--- src/hdl/rtf_pkg.sv ---
package rtf_pkg;

   localparam logic [7:0] ByteBel = 8'h07;
   localparam logic [7:0] ByteLf  = 8'h0A;
   localparam logic [7:0] ByteCr  = 8'h0D;
   localparam logic [7:0] ByteEsc = 8'h1B;
   localparam logic [7:0] ByteA   = 8'h61;
   localparam logic [7:0] ByteLs0 = 8'hE2;
   localparam logic [7:0] ByteLs1 = 8'h80;
   localparam logic [7:0] ByteLs2 = 8'hA8;
   localparam logic [7:0] ByteBm0 = 8'hEF;
   localparam logic [7:0] ByteBm1 = 8'hBB;
   localparam logic [7:0] ByteBm2 = 8'hBF;
   localparam logic [7:0] ByteC2  = 8'hC2;
   localparam logic [7:0] ByteSos = 8'h98;
   localparam logic [7:0] ByteSt  = 8'h9C;

   localparam int QueueDepth   = 4;
   localparam int QueuePtrBits = $clog2(QueueDepth);

   typedef struct packed {
      logic [7:0] in_byte;
      logic       in_last;
   } rtf_req_type;

   typedef struct packed {
      logic [7:0] out_byte;
      logic       has_byte;
      logic       message_end;
      logic       run_last;
   } rtf_rsp_type;

   // One accepted transaction after classification: up to three output bytes.
   typedef struct packed {
      logic [2:0][7:0] bytes;
      logic [1:0]      count;
      logic            last;
   } rtf_work_type;

   typedef struct packed {
      logic [2:0][7:0] bytes;
      logic [1:0]      count;
      logic [7:0]      held_first;
      logic [7:0]      held_second;
      logic [1:0]      held_count;
   } rtf_scan_type;

   // Scan the held bytes plus the new byte; at most three scan steps are needed.
   function automatic rtf_scan_type rtf_scan(input logic [1:0] held_count,
                                             input logic [7:0] held_first,
                                             input logic [7:0] held_second,
                                             input logic [7:0] in_byte,
                                             input logic       last);
      logic [4:0][7:0] buf_b;
      logic [3:0][7:0] obuf;
      logic [2:0]      n;
      logic [2:0]      p;
      logic [2:0]      rem;
      logic [2:0]      k;
      logic            done;
      logic            hold;
      logic            matched;
      logic [7:0]      c;
      logic [7:0]      b1;
      logic [7:0]      b2;
      rtf_scan_type    r;
      buf_b = '0;
      obuf  = '0;
      r     = '0;
      k     = 3'd0;
      p     = 3'd0;
      done  = 1'b0;
      case (held_count)
         2'd0: begin
            buf_b[0] = in_byte;
            n = 3'd1;
         end
         2'd1: begin
            buf_b[0] = held_first;
            buf_b[1] = in_byte;
            n = 3'd2;
         end
         default: begin
            buf_b[0] = held_first;
            buf_b[1] = held_second;
            buf_b[2] = in_byte;
            n = 3'd3;
         end
      endcase
      for (int i = 0; i < 3; i++) begin
         if (!done && (p < n)) begin
            rem     = n - p;
            c       = buf_b[p];
            b1      = buf_b[p + 3'd1];
            b2      = buf_b[p + 3'd2];
            hold    = 1'b0;
            matched = 1'b0;
            case (c)
               ByteBel: begin
                  matched = 1'b1;
                  p = p + 3'd1;
               end
               ByteLs0: begin
                  if ((rem >= 3'd3) && (b1 == ByteLs1) && (b2 == ByteLs2)) begin
                     matched = 1'b1;
                     obuf[k[1:0]]        = ByteCr;
                     obuf[k[1:0] + 2'd1] = ByteLf;
                     k = k + 3'd2;
                     p = p + 3'd3;
                  end else begin
                     hold = (rem == 3'd1) || ((rem == 3'd2) && (b1 == ByteLs1));
                  end
               end
               ByteBm0: begin
                  if ((rem >= 3'd3) && (b1 == ByteBm1) && (b2 == ByteBm2)) begin
                     matched = 1'b1;
                     p = p + 3'd3;
                  end else begin
                     hold = (rem == 3'd1) || ((rem == 3'd2) && (b1 == ByteBm1));
                  end
               end
               ByteEsc: begin
                  if ((rem >= 3'd2) && (b1 == ByteA)) begin
                     matched = 1'b1;
                     p = p + 3'd2;
                  end else begin
                     hold = (rem == 3'd1);
                  end
               end
               ByteC2: begin
                  if ((rem >= 3'd2) && ((b1 == ByteSos) || (b1 == ByteSt))) begin
                     matched = 1'b1;
                     p = p + 3'd2;
                  end else begin
                     hold = (rem == 3'd1);
                  end
               end
               default: begin
                  hold = 1'b0;
               end
            endcase
            if (!matched) begin
               if (hold && !last) begin
                  r.held_first  = c;
                  r.held_second = (rem >= 3'd2) ? b1 : 8'h00;
                  r.held_count  = rem[1:0];
                  done = 1'b1;
               end else begin
                  obuf[k[1:0]] = c;
                  k = k + 3'd1;
                  p = p + 3'd1;
               end
            end
         end
      end
      r.bytes = obuf[2:0];
      r.count = k[1:0];
      return r;
   endfunction

endpackage

--- src/hdl/rtf_front.sv ---
module rtf_front import rtf_pkg::*; (
   input  logic         clock,
   input  logic         reset,
   input  logic         req_valid,
   output logic         req_stall,
   input  rtf_req_type  req_data,
   input  logic         queue_full,
   output logic         push,
   output rtf_work_type push_data
);

   logic [7:0]   held_first_ff;
   logic [7:0]   held_second_ff;
   logic [1:0]   held_count_ff;
   logic [7:0]   held_first_in;
   logic [7:0]   held_second_in;
   logic [1:0]   held_count_in;
   logic         accept;
   rtf_scan_type scan;

   assign req_stall = queue_full;
   assign accept    = req_valid && !queue_full;

   always_comb begin
      scan = rtf_scan(held_count_ff, held_first_ff, held_second_ff,
                      req_data.in_byte, req_data.in_last);
   end

   assign push_data.bytes = scan.bytes;
   assign push_data.count = scan.count;
   assign push_data.last  = req_data.in_last;
   // Skip the queue when a transaction only holds or drops bytes and is not the last.
   assign push = accept && ((scan.count != 2'd0) || req_data.in_last);

   always_comb begin
      held_first_in  = held_first_ff;
      held_second_in = held_second_ff;
      held_count_in  = held_count_ff;
      if (accept) begin
         held_first_in  = scan.held_first;
         held_second_in = scan.held_second;
         held_count_in  = scan.held_count;
      end
   end

   always_ff @(posedge clock) begin
      if (reset) begin
         held_first_ff  <= 8'h00;
         held_second_ff <= 8'h00;
         held_count_ff  <= 2'd0;
      end else begin
         held_first_ff  <= held_first_in;
         held_second_ff <= held_second_in;
         held_count_ff  <= held_count_in;
      end
   end

endmodule

--- src/hdl/rtf_queue.sv ---
module rtf_queue import rtf_pkg::*; (
   input  logic         clock,
   input  logic         reset,
   input  logic         push,
   input  rtf_work_type push_data,
   input  logic         pop,
   output logic         full,
   output logic         empty,
   output rtf_work_type head
);

   rtf_work_type                mem_ff [QueueDepth];
   logic [QueuePtrBits-1:0]     wr_ptr_ff;
   logic [QueuePtrBits-1:0]     rd_ptr_ff;
   logic [QueuePtrBits:0]       count_ff;
   logic [QueuePtrBits-1:0]     wr_ptr_in;
   logic [QueuePtrBits-1:0]     rd_ptr_in;
   logic [QueuePtrBits:0]       count_in;
   logic                        do_push;
   logic                        do_pop;

   assign full    = (count_ff == (QueuePtrBits + 1)'(QueueDepth));
   assign empty   = (count_ff == '0);
   assign head    = mem_ff[rd_ptr_ff];
   assign do_push = push && !full;
   assign do_pop  = pop && !empty;

   always_comb begin
      wr_ptr_in = wr_ptr_ff;
      rd_ptr_in = rd_ptr_ff;
      count_in  = count_ff;
      if (do_push) begin
         wr_ptr_in = wr_ptr_ff + 1'b1;
      end
      if (do_pop) begin
         rd_ptr_in = rd_ptr_ff + 1'b1;
      end
      if (do_push && !do_pop) begin
         count_in = count_ff + 1'b1;
      end else if (!do_push && do_pop) begin
         count_in = count_ff - 1'b1;
      end
   end

   always_ff @(posedge clock) begin
      if (do_push) begin
         mem_ff[wr_ptr_ff] <= push_data;
      end
   end

   always_ff @(posedge clock) begin
      if (reset) begin
         wr_ptr_ff <= '0;
         rd_ptr_ff <= '0;
         count_ff  <= '0;
      end else begin
         wr_ptr_ff <= wr_ptr_in;
         rd_ptr_ff <= rd_ptr_in;
         count_ff  <= count_in;
      end
   end

endmodule

--- src/hdl/rtf_back.sv ---
module rtf_back import rtf_pkg::*; (
   input  logic         clock,
   input  logic         reset,
   input  logic         queue_empty,
   input  rtf_work_type head,
   output logic         pop,
   output logic         rsp_valid,
   input  logic         rsp_stall,
   output rtf_rsp_type  rsp_data
);

   logic        rsp_valid_ff;
   logic        rsp_valid_in;
   rtf_rsp_type rsp_data_ff;
   rtf_rsp_type rsp_data_in;
   logic [1:0]  idx_ff;
   logic [1:0]  idx_in;
   logic [1:0]  final_idx;
   logic        out_free;
   logic        issue;
   logic        is_final;

   assign out_free  = !rsp_valid_ff || !rsp_stall;
   assign issue     = !queue_empty && out_free;
   // A bare end marker counts as one result.
   assign final_idx = (head.count == 2'd0) ? 2'd0 : head.count - 2'd1;
   assign is_final  = (idx_ff == final_idx);
   assign pop       = issue && is_final;

   always_comb begin
      rsp_valid_in = rsp_valid_ff;
      rsp_data_in  = rsp_data_ff;
      idx_in       = idx_ff;
      if (out_free) begin
         rsp_valid_in = issue;
      end
      if (issue) begin
         rsp_data_in.has_byte    = (head.count != 2'd0);
         rsp_data_in.out_byte    = (head.count != 2'd0) ? head.bytes[idx_ff] : 8'h00;
         rsp_data_in.run_last    = is_final;
         rsp_data_in.message_end = is_final && head.last;
         idx_in = is_final ? 2'd0 : idx_ff + 2'd1;
      end
   end

   always_ff @(posedge clock) begin
      rsp_data_ff <= rsp_data_in;
   end

   always_ff @(posedge clock) begin
      if (reset) begin
         rsp_valid_ff <= 1'b0;
         idx_ff       <= 2'd0;
      end else begin
         rsp_valid_ff <= rsp_valid_in;
         idx_ff       <= idx_in;
      end
   end

   assign rsp_valid = rsp_valid_ff;
   assign rsp_data  = rsp_data_ff;

endmodule

--- src/hdl/rtt_text_control_filter.sv ---
// Path: the first result of a transaction is registered in the queue and then in the
// output register, with no wait when the queue is empty and the output is free.
// Throughput: one transaction per cycle while the queue is not full; the output register
// drains one result per cycle while rsp_stall is low, and the four-entry queue between
// classification and output absorbs bursts of transactions with two or three results.
// Reset: synchronous; clears held bytes, queue and output valid.
module rtt_text_control_filter import rtf_pkg::*; (
   input  logic        clock,
   input  logic        reset,
   input  logic        req_valid,
   output logic        req_stall,
   input  rtf_req_type req_data,
   output logic        rsp_valid,
   input  logic        rsp_stall,
   output rtf_rsp_type rsp_data
);

   logic         push;
   logic         pop;
   logic         queue_full;
   logic         queue_empty;
   rtf_work_type push_data;
   rtf_work_type head;

   rtf_front u_front (
      .clock      (clock),
      .reset      (reset),
      .req_valid  (req_valid),
      .req_stall  (req_stall),
      .req_data   (req_data),
      .queue_full (queue_full),
      .push       (push),
      .push_data  (push_data)
   );

   rtf_queue u_queue (
      .clock     (clock),
      .reset     (reset),
      .push      (push),
      .push_data (push_data),
      .pop       (pop),
      .full      (queue_full),
      .empty     (queue_empty),
      .head      (head)
   );

   rtf_back u_back (
      .clock       (clock),
      .reset       (reset),
      .queue_empty (queue_empty),
      .head        (head),
      .pop         (pop),
      .rsp_valid   (rsp_valid),
      .rsp_stall   (rsp_stall),
      .rsp_data    (rsp_data)
   );

endmodule
--- config.mk ---
export PLATFORM = sky130hd
export DESIGN_NAME = rtt_text_control_filter
export DESIGN_NICKNAME = d
export VERILOG_FILES = /design/src/hdl/rtf_pkg.sv /design/src/hdl/rtf_front.sv /design/src/hdl/rtf_queue.sv /design/src/hdl/rtf_back.sv /design/src/hdl/rtt_text_control_filter.sv
export SDC_FILE = /design/constraint.sdc
export NUM_CORES = 1
export LEC_CHECK = 0
export ABC_AREA = 1
export BUFFER_PORTS_ARGS = -buffer_cell sky130_fd_sc_hd__buf_2
export CORE_MARGIN = 5
export CORE_UTILIZATION = 60
export CTS_CLUSTER_SIZE = 14
export DETAILED_ROUTE_END_ITERATION = 16
export GPL_ROUTABILITY_DRIVEN = 1
export HOLD_SLACK_MARGIN = 0.03
export PLACE_DENSITY_LB_ADDON = 0.25
export SLEW_MARGIN = 20
export SYNTH_ARGS = -nofsm -noshare
export SYNTH_HDL_FRONTEND = slang
export SYNTH_HIERARCHICAL = 1
export SYNTH_SLANG_ARGS = --single-unit
--- constraint.sdc ---
create_clock -name clock -period 9.4 [get_ports clock]
set_input_delay 0 -clock clock [delete_from_list [all_inputs] [get_ports clock]]
set_output_delay 0 -clock clock [all_outputs]
set_load 0.01 [all_outputs]
; After elaboration in Yosys (flattened, before gate mapping)
; Memories as Yosys holds them, arrays and structs flattened. A register that Yosys moved wholly into a read port is not among the register bits.
; Cells that the tools add are included.
[totals]
mem_count = 1
reg_bits = 39
inputBits = 13
out_inout_bits = 13
word_cells = 345
mem_bits_rw = 108
[classes]
n_mux = 151
n_eq_ne = 45
addsub = 22
order_cmp = 30
bitwise = 12
reduce_logical = 72
[mem_list]
columns = memory, depth, width, rd, rd_clocked_by_memory_dff, wr, line
row1 = u_queue.mem_ff, 4, 27, 1, 1, 1, rtf_queue.sv:12  ; rtf_work_type mem_ff [QueueDepth];
[ops]
columns = op, n
row1 = 2-to-1 mux 32 bit, 12
row2 = equality test 8 bit (second input constant), 27
row3 = 2-to-1 mux 18 bit, 9
row4 = 2-to-1 mux 8 bit, 19
row5 = binary-select mux 8 bit (select 3 bit), 6
row6 = demux 8 bit (select 2 bit), 7
row7 = bitwise mux 32 bit, 3
row8 = 2-to-1 mux 24 bit, 3
row9 = 2-to-1 mux 2 bit, 26
row10 = bitwise AND 24 bit, 2
row11 = NOT 24 bit, 2
row12 = logical AND 1 bit, 45
row13 = 2-to-1 mux 3 bit, 14
row14 = bitwise AND 20 bit, 2
row15 = NOT 20 bit, 2
row16 = 2-to-1 mux 1 bit, 38
row17 = 2-to-1 mux 16 bit, 2
row18 = case mux 3 bit (5 select lines), 2
row19 = equality test 8 x 3 -> 1 bit (second input constant), 3
row20 = equality test 8 x 5 -> 1 bit (second input constant), 3
row21 = equality test 8 x 7 -> 1 bit (second input constant), 3
row22 = less-than comparator 2 x 3 -> 1 bit (second input constant), 8
row23 = less-than comparator 3 x 4 -> 1 bit (second input constant), 6
row24 = bitwise OR 12 bit, 2
row25 = 31 further kinds, 86

; Depth between registers and ports, before layout
[depth]
word_depth = 46
ltp_mapped = 72
ltp_nobuf = 69

; By module
; Netlist, hierarchy kept.
[by_module_without_submodules]
columns = mod, seq_area_each_um2, cells_each, n_inst, area_per_inst_um2
row1 = rtf_front, 360.3, 1342, 1, 6841.6
row2 = rtf_queue, 3423.3, 331, 1, 4550.6
row3 = rtf_back, 390.4, 89, 1, 728.2

; Least setup slack after synthesis
; OpenSTA, ideal clock, no wires.
[synth_timing]
path_kind = register to register
from = register u_front.held_count_ff[1]
to = memory u_queue/mem_ff[0][0] in the netlist's numbering, enable pin
period_less_slack_ps = 8176
n_path_buf = 6
path_slack_ps = 1224
setup_ps = 411
arrival_time_ps = 7765
required_ps = 8989
path_stages_with_launch = 51
cell_sequence = dfxtp_1 buf_6 nor2_4 buf_6 nand2_1 nand2_1 nor2_1 nand2_1 nor2_2 nand3_2 nand2_2 nor2_1 inv_1 ha_1 a31oi_2 buf_6 ha_1 clkbuf_1 [15 not listed] ha_1 clkbuf_1 nand2_1 nand3_1 nand2_1 nor2_1 nand2_1 nor2_1 nand3_2 xor2_1 ha_1 nand3_1 nand3_1 nand2_1 nor2_1 nor2_1 nand2_2 nor2_1
[synth_lines]
columns = item, line
row1 = from (decl), rtf_front.sv:14  ; logic [1:0] held_count_ff;
row2 = from (signal assigned), rtf_front.sv:54  ; held_count_ff <= held_count_in;
row3 = to (decl), rtf_queue.sv:12

==> flow_summary.json <==
{
  "ys_warn_count": 6,
  "grt_util_met1": 0.379,
  "grt_max_degree": 56,
  "synthTopCellsByArea": "edfxtp_1, nand2_1, nand3_1, nor2_1, dfxtp_1",
  "power_switching_mw": 0.782,
  "wl_per_cell_um": 18.3,
  "p_int_mw": 1.43,
  "clock_sinks": 149,
  "hold_viol_final": 0,
  "p_clk_frac": 0.320,
  "grtUsageTotal": 0.310,
  "h-tree-depth": 4,
  "antenna_left": 0,
  "drive_above_1_share": 0.137,
  "critPathBufInv": 9,
  "critPathMaxFanout": 19,
  "crit_path_start_kind": "register",
  "cpMostUsedCell": "nand2_1",
  "synth_top_area_frac": 0.295,
  "synth_cells": 1762,
  "boundaryPins": 26,
  "coreArea_um2": 20000,
  "nNetsFinal": 1777,
  "first_pass_iters": 6,
  "worst_path_max_delay_cell": "dfxtp_2",
  "worst_pin_slew_ps": 829,
  "grt_setup_unrepaired": "no",
  "root_buffer": "clkbuf_16",
  "n_antenna_cell": 0,
  "cp.arrival_ps": 8880,
  "critPathKind": "register to register",
  "fin_util": 0.637,
  "outcome": "complete, no violations",
  "timing.fmax_mhz": 117,
  "worstHoldStart": "reset",
  "swShare": 0.354,
  "cp.required_ps": 9720,
  "yosys.area.top_type": "edfxtp_1",
  "antenna_found_initial": 0,
  "cts_made_buffers": 17,
  "grt_pass1_wl_um": 57600,
  "period_share": 0.910,
  "synth-edff-count": 119,
  "synth.top_cells.by_count": "nand2_1, nor2_1, nand3_1, inv_1, edfxtp_1",
  "cpPeakStageDelay_ps": 560,
  "dieArea_um2": 23100,
  "startpoint": "u_front/held_count_ff[0]",
  "clock-skew-final_ps": 9.26,
  "maxCapViolations": 0,
  "syn-num-nets": 1797,
  "async_flop_share": 0,
  "setup_viol": 0,
  "ys_ff_latch": 149,
  "syn-cell-area_um2": 12100,
  "endpoint_kind": "register",
  "initial_core_util": 0.605,
  "drcViolationCount": 0,
  "p_seq_frac": 0.400,
  "combPwrFrac": 0.280,
  "met2_usage": 0.525,
  "slew_viol_final": 0,
  "synthDistinctLibCells": 57,
  "reg2reg_from": "u_front/held_count_ff[0]",
  "gp_congestion": 0.981,
  "finalCriticalPeriod_ps": 8550,
  "ys_seq_area_frac": 0.344,
  "port_buffers": 25,
  "use_met3": 0.0423,
  "fin_tns_setup_ps": 0,
  "dp_hpwl_um": 27000,
  "routed_wl_um": 37000,
  "vias_per_cell": 5.84,
  "synth.most_common_cell": "nand2_1",
  "clock_latency_ps": 420,
  "first_global_vias": 11104,
  "globalRouteOverflowTotal": 0,
  "grt.busiest_layer": "met2",
  "holdCritPathClass": "input pin to register",
  "ys.flop_type": "edfxtp_1",
  "rows": 52,
  "syn2layout_area_growth_pct": 5.34,
  "cellPowerDensity_nw_per_um2": 173,
  "syn_avg_cell_area_um2": 6.88,
  "clockBufferDepth": 2,
  "critical_path.top_delay_family": "simple AND/OR/NAND/NOR gates",
  "peakVddDrop_v": 0.000117,
  "dr.first_iter.drc_count": 1265,
  "cts_tree": "yes",
  "p_leak_nw": 5.69,
  "die_x_um": 152,
  "r2r_slack_ps": 850,
  "die_h_um": 152,
  "cts.clk_slew.worst_paths_ps": 70,
  "relSlewSlack": 0.445,
  "vias": 11827
}
## logic make-up (layout without fill, tap and decap cells)
group | count (synthesis) | count (layout) | synth area share
buf+inv | 274 | 266 | 0.116
simple gates | 1104 | 1105 | 0.417
compound gates | 208 | 208 | 0.0958
mux | 1 | 1 | 0.000826
flops | 149 | 149 | 0.344
xor+xnor | 4 | 4 | 0.00289
fa+ha+maj | 22 | 22 | 0.0233
## layout make-up
cell class              count  area, µm²
repair inverters            1       7.51
multi-input cells        1340       6620
flip-flops and latches    149       4180
well taps                 270        338
clock buffers              19        464
clock inverters            13        148
fillers                  1865       7270
repair buffers             44        279
inverters                 189        734
## repair_timing
item | 4_1_cts | 5_1_grt
setup buffers | 0 | 1
endpoints found under the setup margin | 0 | 109
resized for setup | 0 | 19
endpoints found under the hold margin | 6 | 0
hold buffers | 3 | 0
## layer usage
| metal | wire [µm] | up-vias |
|---|---|---|
| met5 | 0 | - |
| met4 | 2200 | 0 |
| met3 | 2340 | 123 |
| met2 | 18000 | 550 |
| met1 | 14500 | 5427 |
| li1 | - | 5727 |
## registers in the layout (all words and copies together), names as in the netlist, named ones only
register and count:
u_back/idx_ff 2, u_queue/wr_ptr_ff 2, u_front/held_first_ff 8, u_back/rsp_data 11, u_back/rsp_valid 1, u_queue/rd_ptr_ff 2, u_queue/mem_ff 108, u_front/held_second_ff 8
u_queue/count_ff 3, u_front/held_count_ff 2
## power groups by stage
| stage | combinational (mW) | clock (mW) | sequential [mW] |
|---|---|---|---|
| 3_5_place_dp | 0.600 | 0 | 0.897 |
| 5_1_grt | 0.680 | 0.749 | 0.894 |
| 2_1_floorplan | 0.464 | 0 | 0.902 |
| 3_3_place_gp | 0.588 | 0 | 0.894 |
| 6_report | 0.618 | 0.706 | 0.884 |
| 4_1_cts | 0.611 | 0.714 | 0.884 |
## path summary, 6_finish.rpt
kind / end / cells after the start
min reg2reg: u_front/held_second_ff[2] / 2
max: u_queue/count_ff[2] / 60
max reg2reg: u_queue/count_ff[2] / 60
min: u_back/rsp_valid / 2
## placed cells by master, fill, tap and decap left out, types with 3 or more instances in the layout
cell type,instances
nor2_4,7
inv_1,153
inv_6,5
nand4_1,22
dlygate4sd3_1,3
clkinv_4,3
o32ai_1,3
nand3_1,181
dfxtp_1,27
clkinvlp_4,3
clkbuf_16,18
nand3b_1,6
nand2_4,9
nand2_1,513
o21ai_0,58
nand2_2,42
buf_2,25
nand3_2,28
nor2_1,232
inv_2,24
inv_8,6
clkinv_1,6
ha_1,20
a31oi_1,5
nor4_1,7
xor2_1,3
nor3_1,13
o21ai_1,46
nor2_8,4
dfxtp_2,3
nor2_2,30
edfxtp_1,119
buf_4,15
a21oi_1,48
o22ai_1,35
## worst register-to-register path, delay by kind of cell, from the launching register on
family | cells | cell delay [ps]
adders and majority gates | 5 | 1480
and+or+nand+nor | 45 | 5400
xor gates and xnor gates | 1 | 220
DFF | 1 | 560
buffers and inverters | 9 | 800
## through the flow
step           hold WS (ps)  area (µm²)  power (mW)  std cells  setup WS [ps]
2_1_floorplan          69.1       12100        1.37       1762           1220
3_3_place_gp            271       12000        1.48       1987            482
3_5_place_dp            283       12000        1.50       1987            271
4_1_cts                39.8       12700        2.21       2022            265
5_1_grt                56.5       12800        2.32       2025           43.5
6_report               56.4       12800        2.21       2025            846
Note: power is estimated with default switching activity, not from simulation.
